## src/hdl/fnspw_pkg.sv

```systemverilog
`timescale 1ns / 1ps
// ----------------------------------------------------------------------------
// fnspw_pkg
// Types, constants and word builders for the synthesizer program word core.
// ----------------------------------------------------------------------------
package fnspw_pkg;

    // Command opcodes
    localparam logic [1:0] OP_INIT  = 2'd0;
    localparam logic [1:0] OP_FREQ  = 2'd1;
    localparam logic [1:0] OP_POWER = 2'd2;

    // Configuration register indexes
    localparam logic [1:0] CFG_ENABLED = 2'd0;
    localparam logic [1:0] CFG_MIN     = 2'd1;
    localparam logic [1:0] CFG_MAX     = 2'd2;

    // Field widths
    localparam int unsigned FREQ_W  = 13;
    localparam int unsigned FRAC1_W = 24;
    localparam int unsigned PFD_W   = 7;
    localparam int unsigned QUO_W   = 8;

    // Reset values of the limit registers
    localparam logic [FREQ_W-1:0] MIN_FREQ_RST = 13'd54;
    localparam logic [FREQ_W-1:0] MAX_FREQ_RST = 13'd6800;

    // Phase detector frequencies in MHz
    localparam logic [PFD_W-1:0] PFD_HALF = 7'd50;
    localparam logic [PFD_W-1:0] PFD_FULL = 7'd100;

    // Reciprocal of 25 scaled by 2^17; exact for dividends below 8192.
    localparam logic [FREQ_W-1:0] RECIP_25 = 13'd5243;

    // Whole part of 2^24 / PFD; the leftover is 16 for both PFDs.
    localparam logic [FRAC1_W-1:0] FRAC_Q_HALF = 24'd335544;
    localparam logic [FRAC1_W-1:0] FRAC_Q_FULL = 24'd167772;

    // Fixed register words
    localparam logic [31:0] REG10_WORD     = 32'h00C0_3EBA;
    localparam logic [31:0] REG6_BASE      = 32'h750D_0076;
    localparam logic [31:0] REG4_CNT_RESET = 32'h3400_DD94;
    localparam logic [31:0] REG4_HALF_PFD  = 32'h3600_DD84;
    localparam logic [31:0] REG4_FULL_PFD  = 32'h3400_DD84;
    localparam logic [31:0] PD_BIT         = 32'h0000_0040;
    localparam logic [31:0] AUTOCAL_BIT    = 32'h0020_0000;
    localparam logic [FREQ_W-1:0] N_HIGH_BAND = 13'd75;

    // Index of the final word of each run, and of the word followed by a pause
    localparam logic [4:0] INIT_LAST_IDX = 5'd16;
    localparam logic [4:0] FREQ_LAST_IDX = 5'd11;
    localparam logic [4:0] PAUSE_IDX     = 5'd6;

    // Kind of run being emitted
    typedef enum logic [1:0] {
        KIND_INIT,
        KIND_FREQ,
        KIND_POWER,
        KIND_ERROR
    } kind_t;

    // Start-up table
    function automatic logic [31:0] init_word(input logic [4:0] idx);
        logic [31:0] w;
        unique case (idx)
            5'd0:    w = 32'hFFFF_041C;
            5'd1:    w = 32'h0061_300B;
            5'd2:    w = 32'h00C0_3EBA;
            5'd3:    w = 32'h2A29_FCC9;
            5'd4:    w = 32'h102D_0428;
            5'd5:    w = 32'h1200_0067;
            5'd6:    w = 32'h75AD_0076;
            5'd7:    w = 32'h0080_0025;
            5'd8:    w = 32'h3600_DD84;
            5'd9:    w = 32'h0000_0003;
            5'd10:   w = 32'h0050_0322;
            5'd11:   w = 32'h0666_6661;
            5'd12:   w = 32'h0020_0660;
            5'd13:   w = 32'h3400_DD84;
            5'd14:   w = 32'h0050_0642;
            5'd15:   w = 32'h0333_3331;
            5'd16:   w = 32'h0000_0330;
            default: w = 32'h0000_0000;
        endcase
        return w;
    endfunction

    // Register 2: second fractional word and modulus
    function automatic logic [31:0] reg2_word(input logic [PFD_W-1:0] frac2,
                                              input logic [PFD_W-1:0] pfd);
        return {7'd0, frac2, 7'd0, pfd, 4'h2};
    endfunction

    // Register 1: main fractional word
    function automatic logic [31:0] reg1_word(input logic [FRAC1_W-1:0] frac1);
        return {4'd0, frac1, 4'h1};
    endfunction

    // Register 0: integer divide value with band select
    function automatic logic [31:0] reg0_word(input logic [FREQ_W-1:0] n);
        logic hb;
        hb = (n >= N_HIGH_BAND);
        return {11'd0, hb, 3'd0, n, 4'd0};
    endfunction

endpackage

```

## src/hdl/frac_n_synth_program_words_core.sv

```systemverilog
`timescale 1ns / 1ps
// ----------------------------------------------------------------------------
// frac_n_synth_program_words_core
// Turns synthesizer commands into runs of 32-bit register programming words.
// ----------------------------------------------------------------------------
//
// Channel   | Ports                              | Contents
// ----------+------------------------------------+-----------------------------
// command   | s_tvalid s_tready s_tdata s_tuser  | opcode, freq_mhz, shutdown
// words     | m_tvalid m_tready m_tdata m_tlast  | reg_word, last,
//           | m_tuser                            | pause_after, error
// config    | cfg_valid cfg_ready cfg_index      | enabled, min_freq_mhz,
//           | cfg_data                           | max_freq_mhz
//
// A set-frequency command first passes through one shared divide-by-PFD unit
// (a multiply by the reciprocal of 25, then a remainder step, done for the
// integer part and for the fraction, once for a 50 MHz and once for a
// 100 MHz PFD), then emits 12 words at one per cycle. Init emits 17 words;
// power and rejected commands emit one. Output stalls hold the word register
// and pause the run. A new command is taken once the previous run is fully
// loaded into the output register. Reset clears the limits to 54 and
// 6800 MHz and the enable to zero; the config port is always ready.
module frac_n_synth_program_words_core
    import fnspw_pkg::*;
(
    input  logic        clk,
    input  logic        rst_n,
    // Command transaction
    input  logic        s_tvalid,
    output logic        s_tready,
    input  logic [15:0] s_tdata,   // [12:0] freq_mhz, [13] shutdown, [15:14] zero
    input  logic [1:0]  s_tuser,   // [1:0] opcode
    // Word transaction
    output logic        m_tvalid,
    input  logic        m_tready,
    output logic [31:0] m_tdata,   // [31:0] reg_word
    output logic        m_tlast,
    output logic [1:0]  m_tuser,   // [0] pause_after, [1] error
    // Configuration write transaction
    input  logic        cfg_valid,
    output logic        cfg_ready,
    input  logic [1:0]  cfg_index,
    input  logic [12:0] cfg_data
);

    typedef enum logic [1:0] {
        ST_IDLE,
        ST_DIV,
        ST_EMIT
    } state_t;

    // Divide sequence for one PFD
    typedef enum logic [1:0] {
        STEP_QN,
        STEP_RN,
        STEP_QF,
        STEP_RF
    } step_t;

    state_t state_reg, state_next;
    kind_t  kind_reg, kind_next;

    logic              enabled_reg, enabled_next;
    logic [FREQ_W-1:0] min_reg, min_next;
    logic [FREQ_W-1:0] max_reg, max_next;

    logic              pd_reg, pd_next;
    logic [2:0]        bits_reg, bits_next;
    logic [FREQ_W-1:0] k_reg, k_next;
    logic [4:0]        idx_reg, idx_next;

    // Shared divide unit
    step_t             step_reg, step_next;
    logic [FREQ_W-1:0] dx_reg, dx_next;
    logic [QUO_W-1:0]  q_reg, q_next;
    logic [PFD_W-1:0]  r_reg, r_next;
    logic              pass_reg, pass_next;

    // Divider results per PFD
    logic [FREQ_W-1:0]  na_reg, na_next, nb_reg, nb_next;
    logic [FRAC1_W-1:0] f1a_reg, f1a_next, f1b_reg, f1b_next;
    logic [PFD_W-1:0]   f2a_reg, f2a_next, f2b_reg, f2b_next;

    // Output register
    logic        m_tvalid_reg, m_tvalid_next;
    logic [31:0] m_tdata_reg, m_tdata_next;
    logic        m_tlast_reg, m_tlast_next;
    logic [1:0]  m_tuser_reg, m_tuser_next;

    logic [1:0]        in_op;
    logic [FREQ_W-1:0] in_freq;
    logic [2:0]        in_bits;
    logic              in_bad;

    logic [PFD_W-1:0]    pfd;
    logic [FRAC1_W-1:0]  fq;
    logic [2*FREQ_W-1:0] prod;
    logic [8:0]          q25;
    logic [QUO_W-1:0]    q_w;
    logic [14:0]         qp;
    logic [FREQ_W-1:0]   rem_w;
    logic [FRAC1_W-1:0]  f1_w;

    logic [31:0] word_w;
    logic        last_w;
    logic        pause_w;
    logic        err_w;

    assign s_tready  = (state_reg == ST_IDLE);
    assign cfg_ready = 1'b1;
    assign m_tvalid  = m_tvalid_reg;
    assign m_tdata   = m_tdata_reg;
    assign m_tlast   = m_tlast_reg;
    assign m_tuser   = m_tuser_reg;

    assign in_op   = s_tuser;
    assign in_freq = s_tdata[12:0];

    // Output divider selection as a power of two
    always_comb
    begin
        priority if (in_freq >= 13'd3400) in_bits = 3'd0;
        else if (in_freq >= 13'd1700)     in_bits = 3'd1;
        else if (in_freq >= 13'd850)      in_bits = 3'd2;
        else if (in_freq >= 13'd425)      in_bits = 3'd3;
        else if (in_freq >= 13'd213)      in_bits = 3'd4;
        else if (in_freq >= 13'd107)      in_bits = 3'd5;
        else                              in_bits = 3'd6;
    end

    // Rejection: disabled, unused opcode, or frequency outside the limits
    assign in_bad = !enabled_reg
                 || (in_op != OP_INIT && in_op != OP_FREQ && in_op != OP_POWER)
                 || (in_op == OP_FREQ && (in_freq < min_reg || in_freq > max_reg));

    // Quotient by the PFD: divide by 25, then by 2 or 4
    assign pfd   = pass_reg ? PFD_FULL : PFD_HALF;
    assign fq    = pass_reg ? FRAC_Q_FULL : FRAC_Q_HALF;
    assign prod  = dx_reg * RECIP_25;
    assign q25   = prod[2*FREQ_W-1:17];
    assign q_w   = pass_reg ? {1'b0, q25[8:2]} : q25[8:1];

    // Remainder from the registered quotient, and the main fraction
    assign qp    = {7'd0, q_reg} * {8'd0, pfd};
    assign rem_w = dx_reg - qp[FREQ_W-1:0];
    assign f1_w  = ({17'd0, r_reg} * fq) + {16'd0, q_reg};

    // Word selection for the current run position
    always_comb
    begin
        word_w  = 32'd0;
        last_w  = 1'b1;
        pause_w = 1'b0;
        err_w   = 1'b0;
        unique case (kind_reg)
            KIND_INIT:
            begin
                word_w  = init_word(idx_reg);
                last_w  = (idx_reg == INIT_LAST_IDX);
                pause_w = 1'b1;
            end
            KIND_POWER:
            begin
                word_w = REG4_FULL_PFD | (pd_reg ? PD_BIT : 32'd0);
            end
            KIND_ERROR:
            begin
                err_w = 1'b1;
            end
            KIND_FREQ:
            begin
                last_w  = (idx_reg == FREQ_LAST_IDX);
                pause_w = (idx_reg == PAUSE_IDX);
                unique case (idx_reg)
                    5'd0:    word_w = REG10_WORD;
                    5'd1:    word_w = REG6_BASE | {8'd0, bits_reg, 21'd0};
                    5'd2:    word_w = REG4_CNT_RESET;
                    5'd3:    word_w = reg2_word(f2a_reg, PFD_HALF);
                    5'd4:    word_w = reg1_word(f1a_reg);
                    5'd5:    word_w = reg0_word(na_reg);
                    5'd6:    word_w = REG4_HALF_PFD;
                    5'd7:    word_w = reg0_word(na_reg) | AUTOCAL_BIT;
                    5'd8:    word_w = REG4_FULL_PFD;
                    5'd9:    word_w = reg2_word(f2b_reg, PFD_FULL);
                    5'd10:   word_w = reg1_word(f1b_reg);
                    5'd11:   word_w = reg0_word(nb_reg);
                    default: word_w = 32'd0;
                endcase
            end
        endcase
    end

    // Next-state logic
    always_comb
    begin
        state_next    = state_reg;
        kind_next     = kind_reg;
        enabled_next  = enabled_reg;
        min_next      = min_reg;
        max_next      = max_reg;
        pd_next       = pd_reg;
        bits_next     = bits_reg;
        k_next        = k_reg;
        idx_next      = idx_reg;
        step_next     = step_reg;
        dx_next       = dx_reg;
        q_next        = q_reg;
        r_next        = r_reg;
        pass_next     = pass_reg;
        na_next       = na_reg;
        nb_next       = nb_reg;
        f1a_next      = f1a_reg;
        f1b_next      = f1b_reg;
        f2a_next      = f2a_reg;
        f2b_next      = f2b_reg;
        m_tvalid_next = m_tvalid_reg && !m_tready;
        m_tdata_next  = m_tdata_reg;
        m_tlast_next  = m_tlast_reg;
        m_tuser_next  = m_tuser_reg;

        // Configuration writes
        if (cfg_valid)
        begin
            unique case (cfg_index)
                CFG_ENABLED: enabled_next = cfg_data[0];
                CFG_MIN:     min_next     = cfg_data;
                CFG_MAX:     max_next     = cfg_data;
                default:     ;
            endcase
        end

        unique case (state_reg)
            ST_IDLE:
            begin
                if (s_tvalid)
                begin
                    pd_next   = s_tdata[13];
                    bits_next = in_bits;
                    idx_next  = 5'd0;
                    priority if (in_bad)
                    begin
                        kind_next  = KIND_ERROR;
                        state_next = ST_EMIT;
                    end
                    else if (in_op == OP_INIT)
                    begin
                        kind_next  = KIND_INIT;
                        state_next = ST_EMIT;
                    end
                    else if (in_op == OP_POWER)
                    begin
                        kind_next  = KIND_POWER;
                        state_next = ST_EMIT;
                    end
                    else
                    begin
                        kind_next  = KIND_FREQ;
                        k_next     = FREQ_W'(in_freq << in_bits);
                        dx_next    = FREQ_W'(in_freq << in_bits);
                        step_next  = STEP_QN;
                        pass_next  = 1'b0;
                        state_next = ST_DIV;
                    end
                end
            end
            ST_DIV:
            begin
                unique case (step_reg)
                    // Integer part N of K / PFD
                    STEP_QN:
                    begin
                        q_next    = q_w;
                        step_next = STEP_RN;
                    end
                    // Remainder r, then divide 16 * r for the fraction
                    STEP_RN:
                    begin
                        r_next    = rem_w[PFD_W-1:0];
                        dx_next   = {2'd0, rem_w[PFD_W-1:0], 4'd0};
                        step_next = STEP_QF;
                        if (!pass_reg)
                        begin
                            na_next = {5'd0, q_reg};
                        end
                        else
                        begin
                            nb_next = {5'd0, q_reg};
                        end
                    end
                    STEP_QF:
                    begin
                        q_next    = q_w;
                        step_next = STEP_RF;
                    end
                    // frac1 = r * (2^24 div PFD) + 16r div PFD, frac2 = 16r mod PFD
                    STEP_RF:
                    begin
                        step_next = STEP_QN;
                        dx_next   = k_reg;
                        if (!pass_reg)
                        begin
                            f1a_next  = f1_w;
                            f2a_next  = rem_w[PFD_W-1:0];
                            pass_next = 1'b1;
                        end
                        else
                        begin
                            f1b_next   = f1_w;
                            f2b_next   = rem_w[PFD_W-1:0];
                            state_next = ST_EMIT;
                        end
                    end
                endcase
            end
            ST_EMIT:
            begin
                if (!m_tvalid_reg || m_tready)
                begin
                    m_tvalid_next = 1'b1;
                    m_tdata_next  = word_w;
                    m_tlast_next  = last_w;
                    m_tuser_next  = {err_w, pause_w};
                    idx_next      = idx_reg + 5'd1;
                    if (last_w)
                    begin
                        state_next = ST_IDLE;
                    end
                end
            end
            default:
            begin
                state_next = ST_IDLE;
            end
        endcase
    end

    // State and registered outputs
    always_ff @(posedge clk or negedge rst_n)
    begin
        if (!rst_n)
        begin
            state_reg    <= ST_IDLE;
            kind_reg     <= KIND_ERROR;
            enabled_reg  <= 1'b0;
            min_reg      <= MIN_FREQ_RST;
            max_reg      <= MAX_FREQ_RST;
            pd_reg       <= 1'b0;
            bits_reg     <= '0;
            k_reg        <= '0;
            idx_reg      <= '0;
            step_reg     <= STEP_QN;
            dx_reg       <= '0;
            q_reg        <= '0;
            r_reg        <= '0;
            pass_reg     <= 1'b0;
            na_reg       <= '0;
            nb_reg       <= '0;
            f1a_reg      <= '0;
            f1b_reg      <= '0;
            f2a_reg      <= '0;
            f2b_reg      <= '0;
            m_tvalid_reg <= 1'b0;
            m_tdata_reg  <= '0;
            m_tlast_reg  <= 1'b0;
            m_tuser_reg  <= '0;
        end
        else
        begin
            state_reg    <= state_next;
            kind_reg     <= kind_next;
            enabled_reg  <= enabled_next;
            min_reg      <= min_next;
            max_reg      <= max_next;
            pd_reg       <= pd_next;
            bits_reg     <= bits_next;
            k_reg        <= k_next;
            idx_reg      <= idx_next;
            step_reg     <= step_next;
            dx_reg       <= dx_next;
            q_reg        <= q_next;
            r_reg        <= r_next;
            pass_reg     <= pass_next;
            na_reg       <= na_next;
            nb_reg       <= nb_next;
            f1a_reg      <= f1a_next;
            f1b_reg      <= f1b_next;
            f2a_reg      <= f2a_next;
            f2b_reg      <= f2b_next;
            m_tvalid_reg <= m_tvalid_next;
            m_tdata_reg  <= m_tdata_next;
            m_tlast_reg  <= m_tlast_next;
            m_tuser_reg  <= m_tuser_next;
        end
    end

endmodule
```

## config.mk

```make
export PLATFORM = sky130hd
export DESIGN_NAME = frac_n_synth_program_words_core
export DESIGN_NICKNAME = d
export VERILOG_FILES = /design/src/hdl/fnspw_pkg.sv /design/src/hdl/frac_n_synth_program_words_core.sv
export SDC_FILE = /design/constraint.sdc
export NUM_CORES = 1
export LEC_CHECK = 0
export ABC_AREA = 1
export CORE_MARGIN = 3
export CORE_UTILIZATION = 40
export CTS_CLUSTER_SIZE = 20
export DETAILED_ROUTE_END_ITERATION = 16
export DONT_BUFFER_PORTS = 1
export SLEW_MARGIN = 30
export SYNTH_ARGS = -nofsm -noshare
export SYNTH_HDL_FRONTEND = slang
export SYNTH_SLANG_ARGS = --single-unit
```

## constraint.sdc

```tcl
create_clock -name clk -period 6.6 [get_ports clk]
set_input_delay 0.99 -clock clk [delete_from_list [all_inputs] [get_ports clk]]
set_output_delay 0.99 -clock clk [all_outputs]
set_load 0.005 [all_outputs]
```

==> results.toml <==
[worst_setup_path]
regToRegSetupSlack_ns = 1.29
crit_path_max_fanout = 21
required_ns = 6.90
cp_top_family = "adder cells"
cp_cell_sequence = "nand2_1 -> fa_1 -> fa_1 -> inv_1 -> fa_1 -> inv_1 -> fa_1 -> inv_1 -> ha_1 -> a21oi_1 -> a21boi_0 -> o21ai_0 -> a21oi_1 -> o21bai_1 -> xnor2_1 -> o21ai_0"
r2r_start = "pass_reg"
crit_start = "pass_reg"
critical_path.max_stage_delay_ns = 0.77
critPathKind = "flip-flop to flip-flop"
reg2reg_to = "f1a_reg[17]"
crit_end = "f1a_reg[17]"
critPathMostFrequentCell = "fa_1"
crit_slowest_cell = "dfrtp_1"
critPathBufInv = 3
start_kind = "flip-flop"
cp_num_cells = 16
arrival_ns = 5.62
end_kind = "flip-flop"
reg2reg_depth = 16

[cells_and_area]
diodes = 0
fillCellCount = 4353
register_area_mm2 = 0.004969
syn2layout_area_growth_pct = 6.568
final_cell_area_mm2 = 0.01854
largest_register_ffs = 32
fin_nets = 2516
multiInputGateArea_mm2 = 0.01067
layout-drive-gt1-share_pct = 4.688

[drt]
drtAntennaViolNets = 0
drt_wl_total_um = 45780
wl_per_cell_um = 16.63
drtIter0Drc = 997
drtPass1Iterations = 5
vias = 14320
viasPerCell = 5.201
drc = 0

[placement]
dp_slack_ns = 1.333
gp_congestion = 0.9191
io_buffer_count = 0
dp_hpwl_um = 36540
placed_area_mm2 = 0.01794

[logic_synthesis]
yosysUniqueCellTypes = 63
ys_ff_latch = 198
postSynth.asyncResetShare_pct = 100.0
synth_largest_area_cell = "dfrtp_1"
synthFlopType = "dfrtp_1"
netlist_top_cells_area = "dfrtp_1, ha_1, fa_1"
syn_area_per_cell_um2 = 7.953
yosysWarnings = 0
syn_area_mm2 = 0.01739
syn_inst = 2187
synth_edf_count = 0
synth_top_area_share_pct = 26.90
yosysSeqAreaShare_pct = 28.57

[hold_path]
min_path_type = "input pin to asynchronous set/reset pin"

[floorplanning]
io_pins = 76
dieArea_mm2 = 0.04602
initial_utilization_pct = 41.01
die_w_um = 214.5
core_area_mm2 = 0.04242
rows = 75
die_y_um = 214.5

[sta]
grt_setup_unrepaired = "no"
tightest_slew_ns = 0.8778
finalHoldViolCount = 0
min_period_ns = 5.314
maxSlewViolCount = 0
tns_ns = 0
fin_crit_sh_pct = 80.51
max_freq_mhz = 188.2
fin_ws_ns = 1.286
slew-limit-headroom_pct = 41.26
setup_violations = 0
fin_worst_skew_ns = 0.01557

[global_routing]
grt_max_degree = 199
grtUsageTotal_pct = 20.26
grt_pass1_vias = 14180
grt_overflow = 0
antenna_found_initial = 0
grt_pass1_wl_um = 75930

[cts]
clock_sink_count = 198
clk_pin_slew_ns = 0.08
clockRootBuffer = "clkbuf_16"
cts_hold_buf = 0
cts.htree.levels = 4
cts_tree = "done"
post_cts_resize_count = 0
post_cts_buffers = 0
numCtsBuffers = 17
clkLatencyLatePin_ns = 0.46
cts_max_path_buffers = 2

[run_status]
outcome = "finished, final reports clean"

[flow_run]
cap_violations = 0
==> placed cells by master, fill, tap and decap left out, drive strengths merged, types with 5 or more instances in the layout <==
cell type / netlist / routed
a221oi: 7 / 7
o221ai: 6 / 6
o21ai: 200 / 200
inv: 400 / 404
dfrtp: 187 / 187
xnor2: 17 / 17
nor4: 7 / 7
fa: 112 / 112
a31oi: 15 / 15
clkinv: 4 / 7
xor2: 13 / 13
dfstp: 11 / 11
a22oi: 10 / 10
a21oi: 78 / 78
a21o: 6 / 6
nand4: 23 / 23
conb: 2 / 7
buf: 22 / 9
nand3: 141 / 141
o211ai: 8 / 8
ha: 203 / 203
clkbuf: 35 / 23
nand2: 478 / 478
nor2: 134 / 134
o31ai: 6 / 6
a22o: 5 / 5
or2: 10 / 10
o22ai: 10 / 10
nor3: 11 / 11
==> per-layer routing <==
| layer | track usage [%] | part of all wire, % | vias to the layer above |
|---|---|---|---|
| met1 | 28.88 | 48 | 6984 |
| li1 | - | - | 6989 |
| met4 | 4.147 | 1.4 | 0 |
| met2 | 33.23 | 47 | 304 |
| met3 | 2.607 | 4.1 | 42 |
| met5 | 0 | 0 | - |
==> final cells by class <==
cell class | instances | area share (%)
flip-flops and latches | 198 | 26.81
clock buffers | 23 | 2.579
multi-input cells | 1533 | 57.55
clock inverters | 9 | 0.6143
well taps | 577 | 3.895
inverters | 404 | 8.188
repair buffers | 9 | 0.3645
==> synth_stat cells (17+ instances only) <==
master / number
nor2_1: 126
dfrtp_1: 187
ha_1: 203
a21oi_1: 77
nand4_1: 23
o21ai_0: 197
clkbuf_1: 35
inv_1: 390
xnor2_1: 17
fa_1: 112
nand3_1: 133
nand2_1: 469
==> kinds of logic after synthesis <==
group	share of synthesized area, %
AO/OA/AOI/OAI	12.30
XOR/XNOR	1.511
adder cells (fa/ha/maj)	27.49
buffers and inverters	10.24
flip-flops	28.57
other	0.04318
AND/OR/NAND/NOR	19.85
==> how the worst min path moves through the flow <==
stage	start	to	slack (ns)	cells past startpoint
floorplan	pd_reg	pd_reg	0.44	2
global placement	f2b_reg[2]	f2b_reg[2]	0.46	2
detailed placement	f2b_reg[2]	f2b_reg[2]	0.46	2
CTS	rst_n	m_tdata[24]	0.20	0
global route	rst_n	m_tdata[24]	0.20	0
finish	rst_n	m_tdata[1]	0.22	0
==> metrics by stage <==
step,hold WS (ns),instances,util [%]
6_report,0.2199,2753,43.70
5_1_grt,0.2024,2753,43.70
4_1_cts,0.2039,2753,43.69
3_5_place_dp,0.4592,2721,42.30
3_3_place_gp,0.4576,2721,42.30
2_1_floorplan,0.4422,2192,-
Power is not shown: default switching activity piles up to over one toggle a cycle in this logic, so the estimate is an artifact.
